[src/dsx_pkg.sv]
// dsx_pkg: shared types, constants and helper functions of the decimal seed
// entry and xorshift unit. No dependencies.
`default_nettype none

package dsx_pkg;

   // operation codes carried by the request transaction
   localparam logic [1:0] OP_BEGIN  = 2'd0;
   localparam logic [1:0] OP_MOVE   = 2'd1;
   localparam logic [1:0] OP_ADJUST = 2'd2;
   localparam logic [1:0] OP_NEXT   = 2'd3;

   localparam logic [31:0] GOLDEN      = 32'h9E37_79B9;
   localparam int          DIGIT_SLOTS = 10;
   localparam int          ROW_W       = 4 * DIGIT_SLOTS;
   // two double-dabble steps per cycle over 32 bits
   localparam logic [3:0]  CONV_LAST   = 4'd15;
   // restoring reduction runs from modulus<<8 down to modulus<<0
   localparam logic [3:0]  MOD_TOP     = 4'd8;
   localparam int          MOD_W       = 12;
   localparam logic [MOD_W-1:0] RADIX  = 12'd10;

   typedef logic [DIGIT_SLOTS-1:0][3:0] digit_row_type;

   typedef struct packed {
      logic       load;
      logic       conv_init;
      logic       conv_step;
      logic       conv_last;
      logic       mod_init;
      logic       mod_step;
      logic       mod_last;
      logic       xs_step;
      logic       val_init;
      logic       val_step;
      logic       out_load;
      logic [3:0] step;
   } cmd_type;

   typedef struct packed {
      logic [1:0] op;
      logic       out_free;
   } status_type;

   function automatic logic [31:0] xs32(input logic [31:0] v);
      logic [31:0] t;
      begin
         t = v ^ (v << 13);
         t = t ^ (t >> 17);
         t = t ^ (t << 5);
         return t;
      end
   endfunction

   function automatic logic [31:0] nonzero(input logic [31:0] v);
      return (v == 32'd0) ? 32'd1 : v;
   endfunction

   // one double-dabble step: adjust every bcd digit, then shift in one binary bit
   function automatic logic [ROW_W+31:0] dabble(input logic [ROW_W-1:0] bcd,
                                                input logic [31:0] bin);
      logic [ROW_W-1:0] adj;
      logic [ROW_W+31:0] both;
      begin
         adj = bcd;
         for (int j = 0; j < DIGIT_SLOTS; j++) begin
            if (bcd[4*j +: 4] >= 4'd5) begin
               adj[4*j +: 4] = bcd[4*j +: 4] + 4'd3;
            end
         end
         both = {adj, bin};
         return both << 1;
      end
   endfunction

endpackage

`default_nettype wire

[src/dsx_if.sv]
// dsx channel interfaces: request, response and start-seed write channels.
// Depends on nothing but the payload widths of the unit.
`default_nettype none

interface dsx_req_if;
   logic              valid;
   logic              ready;
   logic [1:0]        opcode;
   logic signed [7:0] delta;
   logic [31:0]       entropy;

   modport source (output valid, output opcode, output delta, output entropy, input ready);
   modport sink (input valid, input opcode, input delta, input entropy, output ready);
endinterface

interface dsx_rsp_if;
   logic        valid;
   logic        ready;
   logic [31:0] auto_seed;
   logic [31:0] manual_value;
   logic [39:0] digit_row;
   logic [3:0]  cursor_position;

   modport source (output valid, output auto_seed, output manual_value, output digit_row,
                   output cursor_position, input ready);
   modport sink (input valid, input auto_seed, input manual_value, input digit_row,
                 input cursor_position, output ready);
endinterface

interface dsx_csr_if;
   logic        valid;
   logic        ready;
   logic [31:0] start_seed;

   modport source (output valid, output start_seed, input ready);
   modport sink (input valid, input start_seed, output ready);
endinterface

`default_nettype wire

[src/dsx_ctrl.sv]
// dsx_ctrl: sequencing state machine of the seed unit.
// Depends on dsx_pkg for command and status types and operation codes.
`default_nettype none

module dsx_ctrl
   import dsx_pkg::*;
#(
   parameter int DIGITS = 10
) (
   input  wire logic       clock,
   input  wire logic       reset,
   input  wire logic       req_valid,
   output logic            req_ready,
   input  wire status_type status,
   output cmd_type         cmd
);

   localparam logic [2:0] ST_IDLE  = 3'd0;
   localparam logic [2:0] ST_DISP  = 3'd1;
   localparam logic [2:0] ST_CONV  = 3'd2;
   localparam logic [2:0] ST_MODR  = 3'd3;
   localparam logic [2:0] ST_VINIT = 3'd4;
   localparam logic [2:0] ST_VAL   = 3'd5;
   localparam logic [2:0] ST_OUT   = 3'd6;

   localparam logic [3:0] VAL_LAST = 4'(DIGITS - 1);

   logic [2:0] state_ff, state_in;
   logic [3:0] count_ff, count_in;

   always_comb begin
      state_in  = state_ff;
      count_in  = count_ff;
      cmd       = '0;
      cmd.step  = count_ff;
      req_ready = 1'b0;
      case (state_ff)
         ST_IDLE: begin
            req_ready = 1'b1;
            if (req_valid) begin
               cmd.load = 1'b1;
               state_in = ST_DISP;
            end
         end
         ST_DISP: begin
            case (status.op)
               OP_BEGIN: begin
                  cmd.conv_init = 1'b1;
                  count_in      = '0;
                  state_in      = ST_CONV;
               end
               OP_MOVE, OP_ADJUST: begin
                  cmd.mod_init = 1'b1;
                  count_in     = MOD_TOP;
                  state_in     = ST_MODR;
               end
               default: begin
                  cmd.xs_step = 1'b1;
                  state_in    = ST_VINIT;
               end
            endcase
         end
         ST_CONV: begin
            cmd.conv_step = 1'b1;
            count_in      = count_ff + 4'd1;
            if (count_ff == CONV_LAST) begin
               cmd.conv_last = 1'b1;
               state_in      = ST_VINIT;
            end
         end
         ST_MODR: begin
            cmd.mod_step = 1'b1;
            count_in     = count_ff - 4'd1;
            if (count_ff == '0) begin
               cmd.mod_last = 1'b1;
               state_in     = ST_VINIT;
            end
         end
         ST_VINIT: begin
            cmd.val_init = 1'b1;
            count_in     = '0;
            state_in     = ST_VAL;
         end
         ST_VAL: begin
            cmd.val_step = 1'b1;
            count_in     = count_ff + 4'd1;
            if (count_ff == VAL_LAST) begin
               state_in = ST_OUT;
            end
         end
         ST_OUT: begin
            if (status.out_free) begin
               cmd.out_load = 1'b1;
               state_in     = ST_IDLE;
            end
         end
         default: begin
            state_in = ST_IDLE;
         end
      endcase
   end

   always_ff @(posedge clock) begin
      if (reset) begin
         state_ff <= ST_IDLE;
         count_ff <= '0;
      end else begin
         state_ff <= state_in;
         count_ff <= count_in;
      end
   end

endmodule

`default_nettype wire

[src/dsx_datapath.sv]
// dsx_datapath: seed counter, digit row, cursor, serial decimal converters
// and the response register. Depends on dsx_pkg.
`default_nettype none

module dsx_datapath
   import dsx_pkg::*;
#(
   parameter int DIGITS = 10
) (
   input  wire logic              clock,
   input  wire logic              reset,
   input  wire cmd_type           cmd,
   output status_type             status,
   input  wire logic [1:0]        req_opcode,
   input  wire logic signed [7:0] req_delta,
   input  wire logic [31:0]       req_entropy,
   input  wire logic              csr_write,
   input  wire logic [31:0]       csr_start_seed,
   output logic                   rsp_valid,
   input  wire logic              rsp_ready,
   output logic [31:0]            rsp_auto_seed,
   output logic [31:0]            rsp_manual_value,
   output logic [39:0]            rsp_digit_row,
   output logic [3:0]             rsp_cursor_position
);

   localparam logic [MOD_W-1:0] DIGITS_M    = MOD_W'(DIGITS);
   localparam logic [MOD_W-1:0] CUR_OFFSET  = MOD_W'(128 * DIGITS);
   localparam logic [MOD_W-1:0] DIG_OFFSET  = MOD_W'(1280);
   localparam logic [3:0]       TOP_SLOT    = 4'(DIGITS - 1);
   localparam logic [ROW_W-1:0] ROW_MASK    = (ROW_W'(1) << (4 * DIGITS)) - ROW_W'(1);

   logic [1:0]             op_ff, op_in;
   logic signed [7:0]      delta_ff, delta_in;
   logic [31:0]            entropy_ff, entropy_in;
   logic [31:0]            seed_ff, seed_in;
   digit_row_type          digits_ff, digits_in;
   logic [3:0]             cursor_ff, cursor_in;
   logic [31:0]            bin_ff, bin_in;
   logic [ROW_W-1:0]       bcd_ff, bcd_in;
   logic [MOD_W-1:0]       mod_ff, mod_in;
   logic [31:0]            acc_ff, acc_in;
   logic [ROW_W-1:0]       scan_ff, scan_in;
   logic [31:0]            auto_ff, auto_in;
   logic                   rsp_valid_ff, rsp_valid_in;
   logic [31:0]            out_auto_ff, out_auto_in;
   logic [31:0]            out_manual_ff, out_manual_in;
   logic [39:0]            out_row_ff, out_row_in;
   logic [3:0]             out_cursor_ff, out_cursor_in;

   logic [3:0]             slot;
   logic [ROW_W+31:0]      dab1, dab2;
   logic [MOD_W-1:0]       modulus, offset, base, trial, reduced;
   logic [31:0]            seed_next;
   logic [3:0]             digit_top;

   // the cursor counts from the left, nibble slots from the least significant digit
   assign slot      = TOP_SLOT - cursor_ff;
   assign dab1      = dabble(bcd_ff, bin_ff);
   assign dab2      = dabble(dab1[ROW_W+31:32], dab1[31:0]);
   assign modulus   = (op_ff == OP_MOVE) ? DIGITS_M : RADIX;
   assign offset    = (op_ff == OP_MOVE) ? CUR_OFFSET : DIG_OFFSET;
   assign base      = (op_ff == OP_MOVE) ? MOD_W'(cursor_ff) : MOD_W'(digits_ff[slot]);
   assign trial     = modulus << cmd.step;
   assign reduced   = (mod_ff >= trial) ? (mod_ff - trial) : mod_ff;
   assign seed_next = xs32(seed_ff);
   assign digit_top = scan_ff[4*DIGITS-1 -: 4];

   always_comb begin
      op_in         = op_ff;
      delta_in      = delta_ff;
      entropy_in    = entropy_ff;
      seed_in       = seed_ff;
      digits_in     = digits_ff;
      cursor_in     = cursor_ff;
      bin_in        = bin_ff;
      bcd_in        = bcd_ff;
      mod_in        = mod_ff;
      acc_in        = acc_ff;
      scan_in       = scan_ff;
      auto_in       = auto_ff;
      out_auto_in   = out_auto_ff;
      out_manual_in = out_manual_ff;
      out_row_in    = out_row_ff;
      out_cursor_in = out_cursor_ff;
      rsp_valid_in  = rsp_valid_ff;

      if (cmd.load) begin
         op_in      = req_opcode;
         delta_in   = req_delta;
         entropy_in = req_entropy;
         auto_in    = '0;
      end
      if (cmd.conv_init) begin
         bin_in = seed_ff;
         bcd_in = '0;
      end
      if (cmd.conv_step) begin
         bin_in = dab2[31:0];
         bcd_in = dab2[ROW_W+31:32];
      end
      if (cmd.conv_last) begin
         // keeping the low digits gives the counter modulo 10^DIGITS
         digits_in = digit_row_type'(dab2[ROW_W+31:32] & ROW_MASK);
         cursor_in = '0;
      end
      if (cmd.mod_init) begin
         // offset is a multiple of the modulus and keeps the sum non-negative
         mod_in = base + {{(MOD_W-8){delta_ff[7]}}, delta_ff} + offset;
      end
      if (cmd.mod_step) begin
         mod_in = reduced;
      end
      if (cmd.mod_last) begin
         if (op_ff == OP_MOVE) begin
            cursor_in = reduced[3:0];
         end else begin
            digits_in[slot] = reduced[3:0];
         end
      end
      if (cmd.xs_step) begin
         seed_in = seed_next;
         auto_in = nonzero(seed_next ^ {entropy_ff[30:0], 1'b0} ^ GOLDEN);
      end
      if (cmd.val_init) begin
         acc_in  = '0;
         scan_in = digits_ff;
      end
      if (cmd.val_step) begin
         acc_in  = (acc_ff << 3) + (acc_ff << 1) + {28'd0, digit_top};
         scan_in = scan_ff << 4;
      end

      if (rsp_valid_ff && rsp_ready) begin
         rsp_valid_in = 1'b0;
      end
      if (cmd.out_load) begin
         rsp_valid_in  = 1'b1;
         out_auto_in   = auto_ff;
         out_manual_in = nonzero(acc_ff);
         out_row_in    = 40'(digits_ff);
         out_cursor_in = cursor_ff;
      end

      if (csr_write) begin
         seed_in = csr_start_seed;
      end
   end

   always_ff @(posedge clock) begin
      if (reset) begin
         seed_ff      <= 32'd1;
         digits_ff    <= '0;
         cursor_ff    <= '0;
         rsp_valid_ff <= 1'b0;
      end else begin
         seed_ff      <= seed_in;
         digits_ff    <= digits_in;
         cursor_ff    <= cursor_in;
         rsp_valid_ff <= rsp_valid_in;
      end
   end

   always_ff @(posedge clock) begin
      op_ff         <= op_in;
      delta_ff      <= delta_in;
      entropy_ff    <= entropy_in;
      bin_ff        <= bin_in;
      bcd_ff        <= bcd_in;
      mod_ff        <= mod_in;
      acc_ff        <= acc_in;
      scan_ff       <= scan_in;
      auto_ff       <= auto_in;
      out_auto_ff   <= out_auto_in;
      out_manual_ff <= out_manual_in;
      out_row_ff    <= out_row_in;
      out_cursor_ff <= out_cursor_in;
   end

   assign status.op       = op_ff;
   assign status.out_free = !rsp_valid_ff || rsp_ready;

   assign rsp_valid           = rsp_valid_ff;
   assign rsp_auto_seed       = out_auto_ff;
   assign rsp_manual_value    = out_manual_ff;
   assign rsp_digit_row       = out_row_ff;
   assign rsp_cursor_position = out_cursor_ff;

endmodule

`default_nettype wire

[src/decimal_seed_entry_and_xorshift_unit.sv]
// decimal_seed_entry_and_xorshift_unit: top level, joins controller and datapath.
// From accept to response valid, begin entry runs the double-dabble conversion,
// move or adjust the compare-subtract reduction and next seed an xorshift update;
// each then scans the digit row into the manual value. One transaction at a time,
// the next taken in the cycle after the response is loaded (which waits for out_free).
// Synchronous active-high reset: seed counter 1, digits and cursor zero.
`default_nettype none

module decimal_seed_entry_and_xorshift_unit
   import dsx_pkg::*;
#(
   parameter int DIGITS = 10
) (
   input wire logic clock,
   input wire logic reset,
   dsx_req_if.sink   req_chan,
   dsx_rsp_if.source rsp_chan,
   dsx_csr_if.sink   csr_chan
);

   cmd_type    cmd;
   status_type status;
   logic       req_ready;

   dsx_ctrl #(.DIGITS(DIGITS)) u_ctrl (
      .clock     (clock),
      .reset     (reset),
      .req_valid (req_chan.valid),
      .req_ready (req_ready),
      .status    (status),
      .cmd       (cmd)
   );

   dsx_datapath #(.DIGITS(DIGITS)) u_datapath (
      .clock               (clock),
      .reset               (reset),
      .cmd                 (cmd),
      .status              (status),
      .req_opcode          (req_chan.opcode),
      .req_delta           (req_chan.delta),
      .req_entropy         (req_chan.entropy),
      .csr_write           (csr_chan.valid),
      .csr_start_seed      (csr_chan.start_seed),
      .rsp_valid           (rsp_chan.valid),
      .rsp_ready           (rsp_chan.ready),
      .rsp_auto_seed       (rsp_chan.auto_seed),
      .rsp_manual_value    (rsp_chan.manual_value),
      .rsp_digit_row       (rsp_chan.digit_row),
      .rsp_cursor_position (rsp_chan.cursor_position)
   );

   assign req_chan.ready = req_ready;
   assign csr_chan.ready = 1'b1;

   // a transaction is taken only once per pass through the sequencer
   assert property (@(posedge clock) disable iff (reset)
      (req_chan.valid && req_ready) |=> !req_ready)
      else $error("request accepted while busy");

   // the response register is never overwritten while it still holds a result
   assert property (@(posedge clock) disable iff (reset)
      cmd.out_load |-> (!rsp_chan.valid || rsp_chan.ready))
      else $error("response overwritten");

   assert property (@(posedge clock) disable iff (reset)
      rsp_chan.valid |-> (rsp_chan.cursor_position < 4'(DIGITS)))
      else $error("cursor out of range");

   assert property (@(posedge clock) disable iff (reset)
      rsp_chan.valid |-> (rsp_chan.manual_value != 32'd0))
      else $error("manual value not normalized");

endmodule

`default_nettype wire
[src/flat_wrapper.sv]
// flat-port wrapper written by rule: the top's interface ports become plain ports
module decimal_seed_entry_and_xorshift_unit_flat import dsx_pkg::*;
#(
   parameter int DIGITS = 10
)
  (clock, reset, req_chan_valid, req_chan_opcode, req_chan_delta, req_chan_entropy, req_chan_ready, rsp_chan_valid, rsp_chan_auto_seed, rsp_chan_manual_value, rsp_chan_digit_row, rsp_chan_cursor_position, rsp_chan_ready, csr_chan_valid, csr_chan_start_seed, csr_chan_ready);
  dsx_req_if req_chan_i ();
  dsx_rsp_if rsp_chan_i ();
  dsx_csr_if csr_chan_i ();
  input wire logic clock;
  input wire logic reset;
  input wire logic [$bits(req_chan_i.valid)-1:0] req_chan_valid;
  input wire logic [$bits(req_chan_i.opcode)-1:0] req_chan_opcode;
  input wire logic [$bits(req_chan_i.delta)-1:0] req_chan_delta;
  input wire logic [$bits(req_chan_i.entropy)-1:0] req_chan_entropy;
  output wire logic [$bits(req_chan_i.ready)-1:0] req_chan_ready;
  output wire logic [$bits(rsp_chan_i.valid)-1:0] rsp_chan_valid;
  output wire logic [$bits(rsp_chan_i.auto_seed)-1:0] rsp_chan_auto_seed;
  output wire logic [$bits(rsp_chan_i.manual_value)-1:0] rsp_chan_manual_value;
  output wire logic [$bits(rsp_chan_i.digit_row)-1:0] rsp_chan_digit_row;
  output wire logic [$bits(rsp_chan_i.cursor_position)-1:0] rsp_chan_cursor_position;
  input wire logic [$bits(rsp_chan_i.ready)-1:0] rsp_chan_ready;
  input wire logic [$bits(csr_chan_i.valid)-1:0] csr_chan_valid;
  input wire logic [$bits(csr_chan_i.start_seed)-1:0] csr_chan_start_seed;
  output wire logic [$bits(csr_chan_i.ready)-1:0] csr_chan_ready;
  assign req_chan_i.valid = req_chan_valid;
  assign req_chan_i.opcode = req_chan_opcode;
  assign req_chan_i.delta = req_chan_delta;
  assign req_chan_i.entropy = req_chan_entropy;
  assign req_chan_ready = req_chan_i.ready;
  assign rsp_chan_valid = rsp_chan_i.valid;
  assign rsp_chan_auto_seed = rsp_chan_i.auto_seed;
  assign rsp_chan_manual_value = rsp_chan_i.manual_value;
  assign rsp_chan_digit_row = rsp_chan_i.digit_row;
  assign rsp_chan_cursor_position = rsp_chan_i.cursor_position;
  assign rsp_chan_i.ready = rsp_chan_ready;
  assign csr_chan_i.valid = csr_chan_valid;
  assign csr_chan_i.start_seed = csr_chan_start_seed;
  assign csr_chan_ready = csr_chan_i.ready;
  decimal_seed_entry_and_xorshift_unit #(.DIGITS(DIGITS)) u_core (.clock(clock), .reset(reset), .req_chan(req_chan_i), .rsp_chan(rsp_chan_i), .csr_chan(csr_chan_i));
endmodule
[config.mk]
export PLATFORM = sky130hd
export DESIGN_NAME = decimal_seed_entry_and_xorshift_unit_flat
export DESIGN_NICKNAME = d
export VERILOG_FILES = /design/src/dsx_pkg.sv /design/src/dsx_if.sv /design/src/dsx_ctrl.sv /design/src/dsx_datapath.sv /design/src/decimal_seed_entry_and_xorshift_unit.sv /design/src/flat_wrapper.sv
export SDC_FILE = /design/constraint.sdc
export NUM_CORES = 1
export LEC_CHECK = 0
export BUFFER_PORTS_ARGS = -buffer_cell sky130_fd_sc_hd__buf_2
export CAP_MARGIN = 20
export CELL_PAD_IN_SITES_DETAIL_PLACEMENT = 0
export CELL_PAD_IN_SITES_GLOBAL_PLACEMENT = 1
export CORE_AREA = 10 10 247 249
export CTS_CLUSTER_SIZE = 14
export DETAILED_ROUTE_END_ITERATION = 12
export DIE_AREA = 0 0 257 259
export GPL_ROUTABILITY_DRIVEN = 0
export PLACE_DENSITY = 0.76
export RECOVER_POWER = 100
export SLEW_MARGIN = 40
export SYNTH_ARGS = -nofsm -noshare
export SYNTH_HDL_FRONTEND = slang
export SYNTH_SLANG_ARGS = --single-unit
[constraint.sdc]
create_clock -name clock -period 9.9 [get_ports clock]
set_input_delay 0.495 -clock clock [delete_from_list [all_inputs] [get_ports clock]]
set_output_delay 0.495 -clock clock [all_outputs]
set_load 0.05 [all_outputs]
==> flow_metrics.env, run 1 <==
export IMPL_cellLeakagePower_nw=9.19
export IMPL_wl_um=56700
export IMPL_postSynthRegisterBits=421
export IMPL_worstMarginPinSlew_ns=3.78
export IMPL_worst_setup_path_type="reg -> reg"
export IMPL_grt_pass1_vias=15500
export IMPL_min_period_over_period=0.526
export IMPL_rr_startpoint="u_core.u_ctrl.state_ff[2]"
export IMPL_synth_top_cell_by_area="sky130_fd_sc_hd__edfxtp_1"
export IMPL_slew_viol_final=483
export IMPL_port_buffers=187
export IMPL_drc=0
export IMPL_viasPerCell=5.31
export IMPL_final_area_um2=25100
export IMPL_floorplan_die_area_um2=66600
export IMPL_grt_max_degree=77
export IMPL_final_setup_tns_ns=0
export IMPL_setup_worst_path_start_class="register"
export IMPL_die_y_um=259
export IMPL_dr_total_vias=15400
export IMPL_cts_buf_count=47
export IMPL_cellPowerDensity_nw_per_um2=268
export IMPL_fin_skew_ns=0.0314
export IMPL_finalSetupViolCount=0
export IMPL_grt_overflow_total=0
export IMPL_final_layout_size_suffix_gt1_frac=0.0892
export IMPL_fillers=5297
export IMPL_syn_area_cell_um2=11.1
export IMPL_worst_slew_margin_rel=-1.52
export IMPL_synth_warning_count=0
export IMPL_ys_dominant_reg_cell="sky130_fd_sc_hd__edfxtp_1"
export IMPL_routedWlPerCell_um=19.5
export IMPL_cts_root_buffer_cell="sky130_fd_sc_hd__clkbuf_16"
export IMPL_min_delay_worst_type="in -> reg"
export IMPL_fmax_mhz=192
export IMPL_hpwlAfterDp_um=40700
export IMPL_tritoncts_clock_tree="built"
export IMPL_post_synth_top_count_cell="sky130_fd_sc_hd__edfxtp_1"
export IMPL_clk_latency_ns=0.61
export IMPL_drt_first_pass_iters=5
export IMPL_period_minus_slack_ns=5.21
export IMPL_synth_enable_flop_cells=331
export IMPL_count_of_unique_library_cells_instantiated_by_yosys=73
export IMPL_synthDominantCellAreaShare=0.449
export IMPL_crit_fanout=66
export IMPL_commonest_cells_in_the_netlist="sky130_fd_sc_hd__edfxtp_1, sky130_fd_sc_hd__nor2_1, sky130_fd_sc_hd__a21oi_1, sky130_fd_sc_hd__ha_1, sky130_fd_sc_hd__nand2_1"
export IMPL_critical_path_startpoint="u_core.u_ctrl.state_ff[2]"
export IMPL_synthArstFlopShare=0
export IMPL_timing_hold_worst_start="req_chan_entropy[19]"
export IMPL_row_count=87
export IMPL_vdd_ir_drop_max_v=0.000157
export IMPL_antenna_found_initial=1
export IMPL_chipWidth_um=257
export IMPL_ctsHoldBuffers=0
export IMPL_synthesis_area_um2=22100
export IMPL_failed_checks="capacitance limit, slew limit"
export IMPL_htreeDepth=2
export IMPL_post_cts_buffers=0
export IMPL_critical_path_slowest_cell="sky130_fd_sc_hd__clkbuf_1"
export IMPL_global_route_wire_length_before_repair_um=87300
export IMPL_critical_path_required_ns=10.38
export IMPL_number_of_hold_violations_in_the_final_report=0
export IMPL_final_nets=2319
export IMPL_synth_seq_area_share=0.530
export IMPL_timing_max_cap_violations=10
export IMPL_postSynthNetCount=2190
export IMPL_global_route_usage_total=0.164
export IMPL_crit_buf_inv=2
export IMPL_syn_to_final_growth_pct=13.5
export IMPL_yosys_top_cells_area="sky130_fd_sc_hd__edfxtp_1, sky130_fd_sc_hd__dfxtp_1, sky130_fd_sc_hd__ha_1"
export IMPL_crit_path_max_incr_delay_ns=1.74
export IMPL_number_of_i_o_pins=190
export IMPL_dpl_cell_area_um2=23700
export IMPL_clkTransAtPathRegs_ns=0.06
export IMPL_worstPathCellList="inv_1 -> nand2b_1 -> clkbuf_1 -> or3_1 -> o21ai_0 -> a22o_1"
export IMPL_cp_end_kind="register"
export IMPL_cpLargestDelayFamily="buffers and inverters"
export IMPL_initial_utilization=0.396
export IMPL_clockBufferDepth=3
export IMPL_core_area_um2=56000
export IMPL_post_cts_resize_count=0
export IMPL_rsz0062_at_grt="false"
export IMPL_clock_sink_count=421
export IMPL_crit_arrival_ns=5.69
export IMPL_first_drt_iteration_drcs=1073
export IMPL_outcome="complete, but fails checks"
export IMPL_syn_instance_count=1986
export IMPL_ant_nets=0
-- flip-flops by register name, summed over array words and instances, names as in the netlist, 8 cells and up --
register                            cells
u_core.u_datapath.rsp_digit_row        40
u_core.u_datapath.mod_ff               12
u_core.u_datapath.scan_ff              40
u_core.u_datapath.bcd_ff               40
u_core.u_datapath.digits_ff            40
u_core.u_datapath.rsp_manual_value     32
u_core.u_datapath.delta_ff              8
u_core.u_datapath.acc_ff               32
u_core.u_datapath.entropy_ff           31
u_core.u_datapath.auto_ff              32
u_core.u_datapath.bin_ff               32
u_core.u_datapath.seed_ff              32
u_core.u_datapath.rsp_auto_seed        32
-- through the flow --
stage / utilization / instances / worst slack (ns) / power (mW) / hold WS, ns
floorplan: - / 1986 / 1.16 / 4.25 / 0.400
global placement: 0.423 / 2820 / 6.06 / 4.80 / 0.405
CTS: 0.454 / 2909 / 6.08 / 6.81 / 0.0247
global route: 0.449 / 2909 / 4.12 / 7.15 / 0.0274
detailed placement: 0.424 / 2822 / 6.13 / 4.88 / 0.405
finish: 0.449 / 2910 / 4.69 / 6.75 / 0.0589
-- power breakdown --
group,switching (mW),total (mW),internal (mW)
combinational,1.47,2.32,0.843
clock,0.756,1.90,1.15
sequential,0.204,2.53,2.32
total,2.43,6.75,4.31
-- kinds of logic (layout without fill, tap and decap cells) --
group,count (synthesis),count (layout),share of synthesized area
xor gates and xnor gates,173,173,0.0757
muxes,63,63,0.0338
adders and majority gates,125,125,0.0720
AOI/OAI and AO/OA,452,452,0.133
DFF,421,421,0.530
and+or+nand+nor,555,555,0.119
other,1,2,0.000169
buffers and inverters,196,363,0.0362
-- path summary, 6_finish.rpt --
kind	end	slack (ns)	cells after the start
min reg2reg	u_core.u_datapath.rsp_auto_seed[12]	0.42	0
max reg2reg	u_core.u_datapath.digits_ff[34]	4.69	6
max	u_core.u_datapath.digits_ff[34]	4.69	6
min	u_core.u_datapath.entropy_ff[19]	0.06	1
-- final cells by class --
cell class / count / area [µm²] / area share
well taps: 756 / 946 / 0.0376
inverters: 70 / 263 / 0.0105
clock inverters: 31 / 427 / 0.0170
multi-input cells: 1369 / 9600 / 0.382
flip-flops and latches: 421 / 11700 / 0.467
diodes: 1 / 2.50 / 0.0000996
clock buffers: 56 / 1280 / 0.0510
repair buffers: 206 / 876 / 0.0348
-- cell usage in the layout (no fill, tap or decap), types with 9 or more instances in the layout --
cell type / Yosys / final
sky130_fd_sc_hd__edfxtp_1: 331 / 331
sky130_fd_sc_hd__nor2_1: 215 / 214
sky130_fd_sc_hd__a21oi_1: 147 / 148
sky130_fd_sc_hd__clkbuf_1: 98 / 141
sky130_fd_sc_hd__ha_1: 121 / 121
sky130_fd_sc_hd__nand2_1: 114 / 115
sky130_fd_sc_hd__xnor2_1: 101 / 100
sky130_fd_sc_hd__dfxtp_1: 90 / 90
sky130_fd_sc_hd__o21ai_0: 85 / 88
sky130_fd_sc_hd__a22o_1: 88 / 88
sky130_fd_sc_hd__inv_1: 69 / 69
sky130_fd_sc_hd__buf_2: 18 / 64
sky130_fd_sc_hd__xor2_1: 55 / 55
sky130_fd_sc_hd__nor3_1: 49 / 50
sky130_fd_sc_hd__clkbuf_16: 0 / 49
sky130_fd_sc_hd__mux2i_1: 40 / 40
sky130_fd_sc_hd__nand2b_1: 30 / 30
sky130_fd_sc_hd__or3_1: 23 / 23
sky130_fd_sc_hd__nor3b_1: 23 / 22
sky130_fd_sc_hd__a21boi_0: 20 / 20
sky130_fd_sc_hd__a21o_1: 18 / 18
sky130_fd_sc_hd__a211oi_1: 15 / 16
sky130_fd_sc_hd__nand3_1: 15 / 15
sky130_fd_sc_hd__nor2b_1: 14 / 14
sky130_fd_sc_hd__o21a_1: 14 / 14
sky130_fd_sc_hd__nor4_1: 14 / 14
sky130_fd_sc_hd__mux2_2: 15 / 14
sky130_fd_sc_hd__nand4_1: 11 / 11
sky130_fd_sc_hd__and2_1: 15 / 11
sky130_fd_sc_hd__and3_1: 10 / 10
sky130_fd_sc_hd__a31oi_1: 9 / 9
sky130_fd_sc_hd__clkinv_2: 0 / 9
-- layer usage --
metal	routed length (µm)	track usage
met5	0	0
met4	1590	0.0536
met3	3310	0.0289
met2	27000	0.275
met1	24800	0.212
(Power assumes the default switching activity.)
==> inputs of run 2 (changes only) <==
--- a/config.mk
+++ b/config.mk
@@ -14,7 +14,7 @@
 export DETAILED_ROUTE_END_ITERATION = 12
 export DIE_AREA = 0 0 257 259
 export GPL_ROUTABILITY_DRIVEN = 0
-export PLACE_DENSITY = 0.76
+export PLACE_DENSITY = 0.79
 export RECOVER_POWER = 100
 export SLEW_MARGIN = 40
 export SYNTH_ARGS = -nofsm -noshare
==> constraint.sdc (replaced) <==
create_clock -name clock -period 4.2 [get_ports clock]
set_input_delay 0.21 -clock clock [delete_from_list [all_inputs] [get_ports clock]]
set_output_delay 0.21 -clock clock [all_outputs]
set_load 0.05 [all_outputs]
==> run 2 against run 1 <==
Net effect:
- the flow still finishes with violations (capacitance limit, slew limit)
- highest routed layer unchanged
- worst setup slack worse by 4.3 ns
- via count up 2.6%
- sequential power up 130%
- die area unchanged
- fmax up 37%
- global-route usage up 0.63 points
- final cell count up 3.0%
==> flow_metrics.env, run 2 (synthesis gave the netlist of run 1 again) <==
export IMPL_min_delay_worst_type="in -> reg"
export IMPL_cellPowerDensity_nw_per_um2=609
export IMPL_internal_mw=10.0
export IMPL_ant_nets=0
export IMPL_cts_root_buffer_cell="sky130_fd_sc_hd__clkbuf_16"
export IMPL_worst_r2r_setup_slack_ns=0.40
export IMPL_crit_buf_inv=0
export IMPL_worst_slew_margin_rel=-0.608
export IMPL_period_minus_slack_ns=3.80
export IMPL_power_share_sequential=0.375
export IMPL_syn_to_final_growth_pct=16.8
export IMPL_first_drt_iteration_drcs=1128
export IMPL_rr_startpoint="u_core.u_ctrl.count_ff[0]"
export IMPL_global_route_wire_length_before_repair_um=90400
export IMPL_global_route_usage_total=0.170
export IMPL_critical_path_slowest_cell="sky130_fd_sc_hd__dfxtp_1"
export IMPL_worstMarginPinSlew_ns=2.41
export IMPL_fmax_mhz=263
export IMPL_outcome="complete, but fails checks"
export IMPL_clock_power_share=0.271
export IMPL_antenna_found_initial=1
export IMPL_viasPerCell=5.29
export IMPL_power_mw=15.8
export IMPL_timing_hold_worst_start="rsp_chan_ready"
export IMPL_rsz0062_at_grt="false"
export IMPL_number_of_i_o_pins=190
export IMPL_wl_um=58100
export IMPL_drc=0
export IMPL_die_y_um=259
export IMPL_final_setup_tns_ns=0
export IMPL_cp_end_kind="register"
export IMPL_cellLeakagePower_nw=9.51
export IMPL_floorplan_die_area_um2=66600
export IMPL_crit_path_max_incr_delay_ns=0.54
export IMPL_final_cell_mix="sky130_fd_sc_hd__edfxtp_1, sky130_fd_sc_hd__nor2_1, sky130_fd_sc_hd__a21oi_1"
export IMPL_final_layout_size_suffix_gt1_frac=0.0902
export IMPL_min_period_over_period=0.905
export IMPL_dr_total_vias=15900
export IMPL_crit_fanout=14
export IMPL_power_switching_mw=5.75
export IMPL_port_buffers=187
export IMPL_hpwlAfterDp_um=40700
export IMPL_timing_reg2reg_worst_path_depth=11
export IMPL_critical_path_required_ns=4.68
export IMPL_fin_skew_ns=0.0485
export IMPL_grt_max_degree=71
export IMPL_final_nets=2404
export IMPL_finalSetupViolCount=0
export IMPL_failed_checks="capacitance limit, slew limit"
export IMPL_crit_reg2reg_capture="u_core.u_datapath.digits_ff[10]"
export IMPL_post_cts_resize_count=0
export IMPL_share_comb_of_total_power=0.354
export IMPL_grt_pass1_vias=16100
export IMPL_clkTransAtPathRegs_ns=0.06
export IMPL_core_area_um2=56000
export IMPL_min_delay_path_depth=4
export IMPL_clk_latency_ns=0.63
export IMPL_clockBufferDepth=3
export IMPL_netSwitchingFraction=0.365
export IMPL_post_cts_buffers=0
export IMPL_timing_max_cap_violations=6
export IMPL_worst_setup_path_type="reg -> reg"
export IMPL_drt_first_pass_iters=5
export IMPL_tritoncts_clock_tree="built"
export IMPL_htreeDepth=2
export IMPL_slew_viol_final=321
export IMPL_most_common_cell_after_layout_fill_and_taps_aside="sky130_fd_sc_hd__edfxtp_1"
export IMPL_vdd_ir_drop_max_v=0.000457
export IMPL_number_of_hold_violations_in_the_final_report=0
export IMPL_chipWidth_um=257
export IMPL_initial_utilization=0.396
export IMPL_row_count=87
export IMPL_setup_worst_path_start_class="register"
export IMPL_cpLargestDelayFamily="compound AO/OA/AOI/OAI gates"
export IMPL_worstPathCellList="nor2b_1 -> nand2_1 -> ha_1 -> nor2b_1 -> o21ai_0 -> a21boi_0 -> o21ai_0 -> a21oi_1 -> a21oi_4 -> mux2_2 -> a22o_1"
export IMPL_routedWlPerCell_um=19.4
export IMPL_hold_path_end="u_core.u_datapath.rsp_valid"
export IMPL_clock_sink_count=421
export IMPL_cts_buf_count=47
export IMPL_crit_arrival_ns=4.28
export IMPL_grt_overflow_total=0
==> run 2: changes by cell type in the layout (fill, tap and decap cells not counted), sizes merged <==
cell         before  now
dlygate4sd3       0   73
clkbuf          193  201
bufinv            8    5
inv              72   71
buf              69   80
clkinv           19   17
==> run 2: power by group through the flow <==
stage / Sequential (mW) / Clock (mW) / Combinational (mW)
2_1_floorplan: 5.84 / 0 / 4.15
3_5_place_dp: 5.96 / 0 / 5.53
6_report: 5.92 / 4.27 / 5.57
3_3_place_gp: 5.94 / 0 / 5.39
5_1_grt: 5.98 / 4.54 / 6.18
4_1_cts: 5.88 / 4.37 / 5.64
==> run 2: how the worst max path moves through the flow <==
| stage | start | endpoint | slack, ns | depth (start not counted) |
|---|---|---|---|---|
| after floorplan | u_core.u_datapath.cursor_ff[1] | u_core.u_datapath.mod_ff[6] | 0.1 | 19 |
| after global placement | u_core.u_datapath.cursor_ff[0] | u_core.u_datapath.mod_ff[5] | 0.60 | 14 |
| after detailed placement | u_core.u_ctrl.count_ff[0] | u_core.u_datapath.digits_ff[10] | 0.56 | 11 |
| after CTS | u_core.u_ctrl.count_ff[0] | u_core.u_datapath.digits_ff[10] | 0.46 | 11 |
| after global routing | u_core.u_datapath.acc_ff[0] | u_core.u_datapath.acc_ff[21] | 0.17 | 10 |
| final | u_core.u_ctrl.count_ff[0] | u_core.u_datapath.digits_ff[10] | 0.40 | 11 |
==> run 2: repair_timing <==
action,CTS,global route
hold buffers,73,0
endpoints found under the setup margin,0,0
endpoints found under the hold margin,73,0
==> run 2: area by class of cell <==
| class | instances | area, µm² |
|---|---|---|
| fillers | 5168 | 30100 |
| repair buffers | 291 | 1700 |
| flip-flops and latches | 421 | 11700 |
| diodes | 1 | 2.50 |
| clock inverters | 25 | 323 |
| well taps | 756 | 946 |
| multi-input cells | 1369 | 9610 |
| inverters | 70 | 263 |
| clock buffers | 63 | 1290 |
==> run 2: metal layers <==
| metal | part of all wire | vias to the layer above | GRT usage |
|---|---|---|---|
| met3 | 0.064 | 118 | 0.0324 |
| met2 | 0.48 | 496 | 0.288 |
| met4 | 0.033 | 0 | 0.0613 |
| met1 | 0.42 | 7608 | 0.214 |
| met5 | 0 | - | 0 |
| li1 | - | 7628 | - |
==> run 2: worst reg2reg max path: cells and delay by family (launching register included) <==
family,cells,cell delay [ns]
mux,1,0.54
simple gates,3,0.54
flops,1,0.54
compound gates,6,1.70
fa+ha+maj,1,0.34
==> run 2: metrics by stage <==
stage,setup WS (ns),hold WS (ns),instances,cell area [µm²],util
5_1_grt,0.167,0.0512,2996,25900,0.462
3_3_place_gp,0.600,0.389,2834,23800,0.425
2_1_floorplan,0.0980,0.309,1986,22200,-
6_report,0.398,0.0504,2996,25900,0.462
3_5_place_dp,0.558,0.388,2834,23800,0.425
4_1_cts,0.458,0.0294,2995,26100,0.467
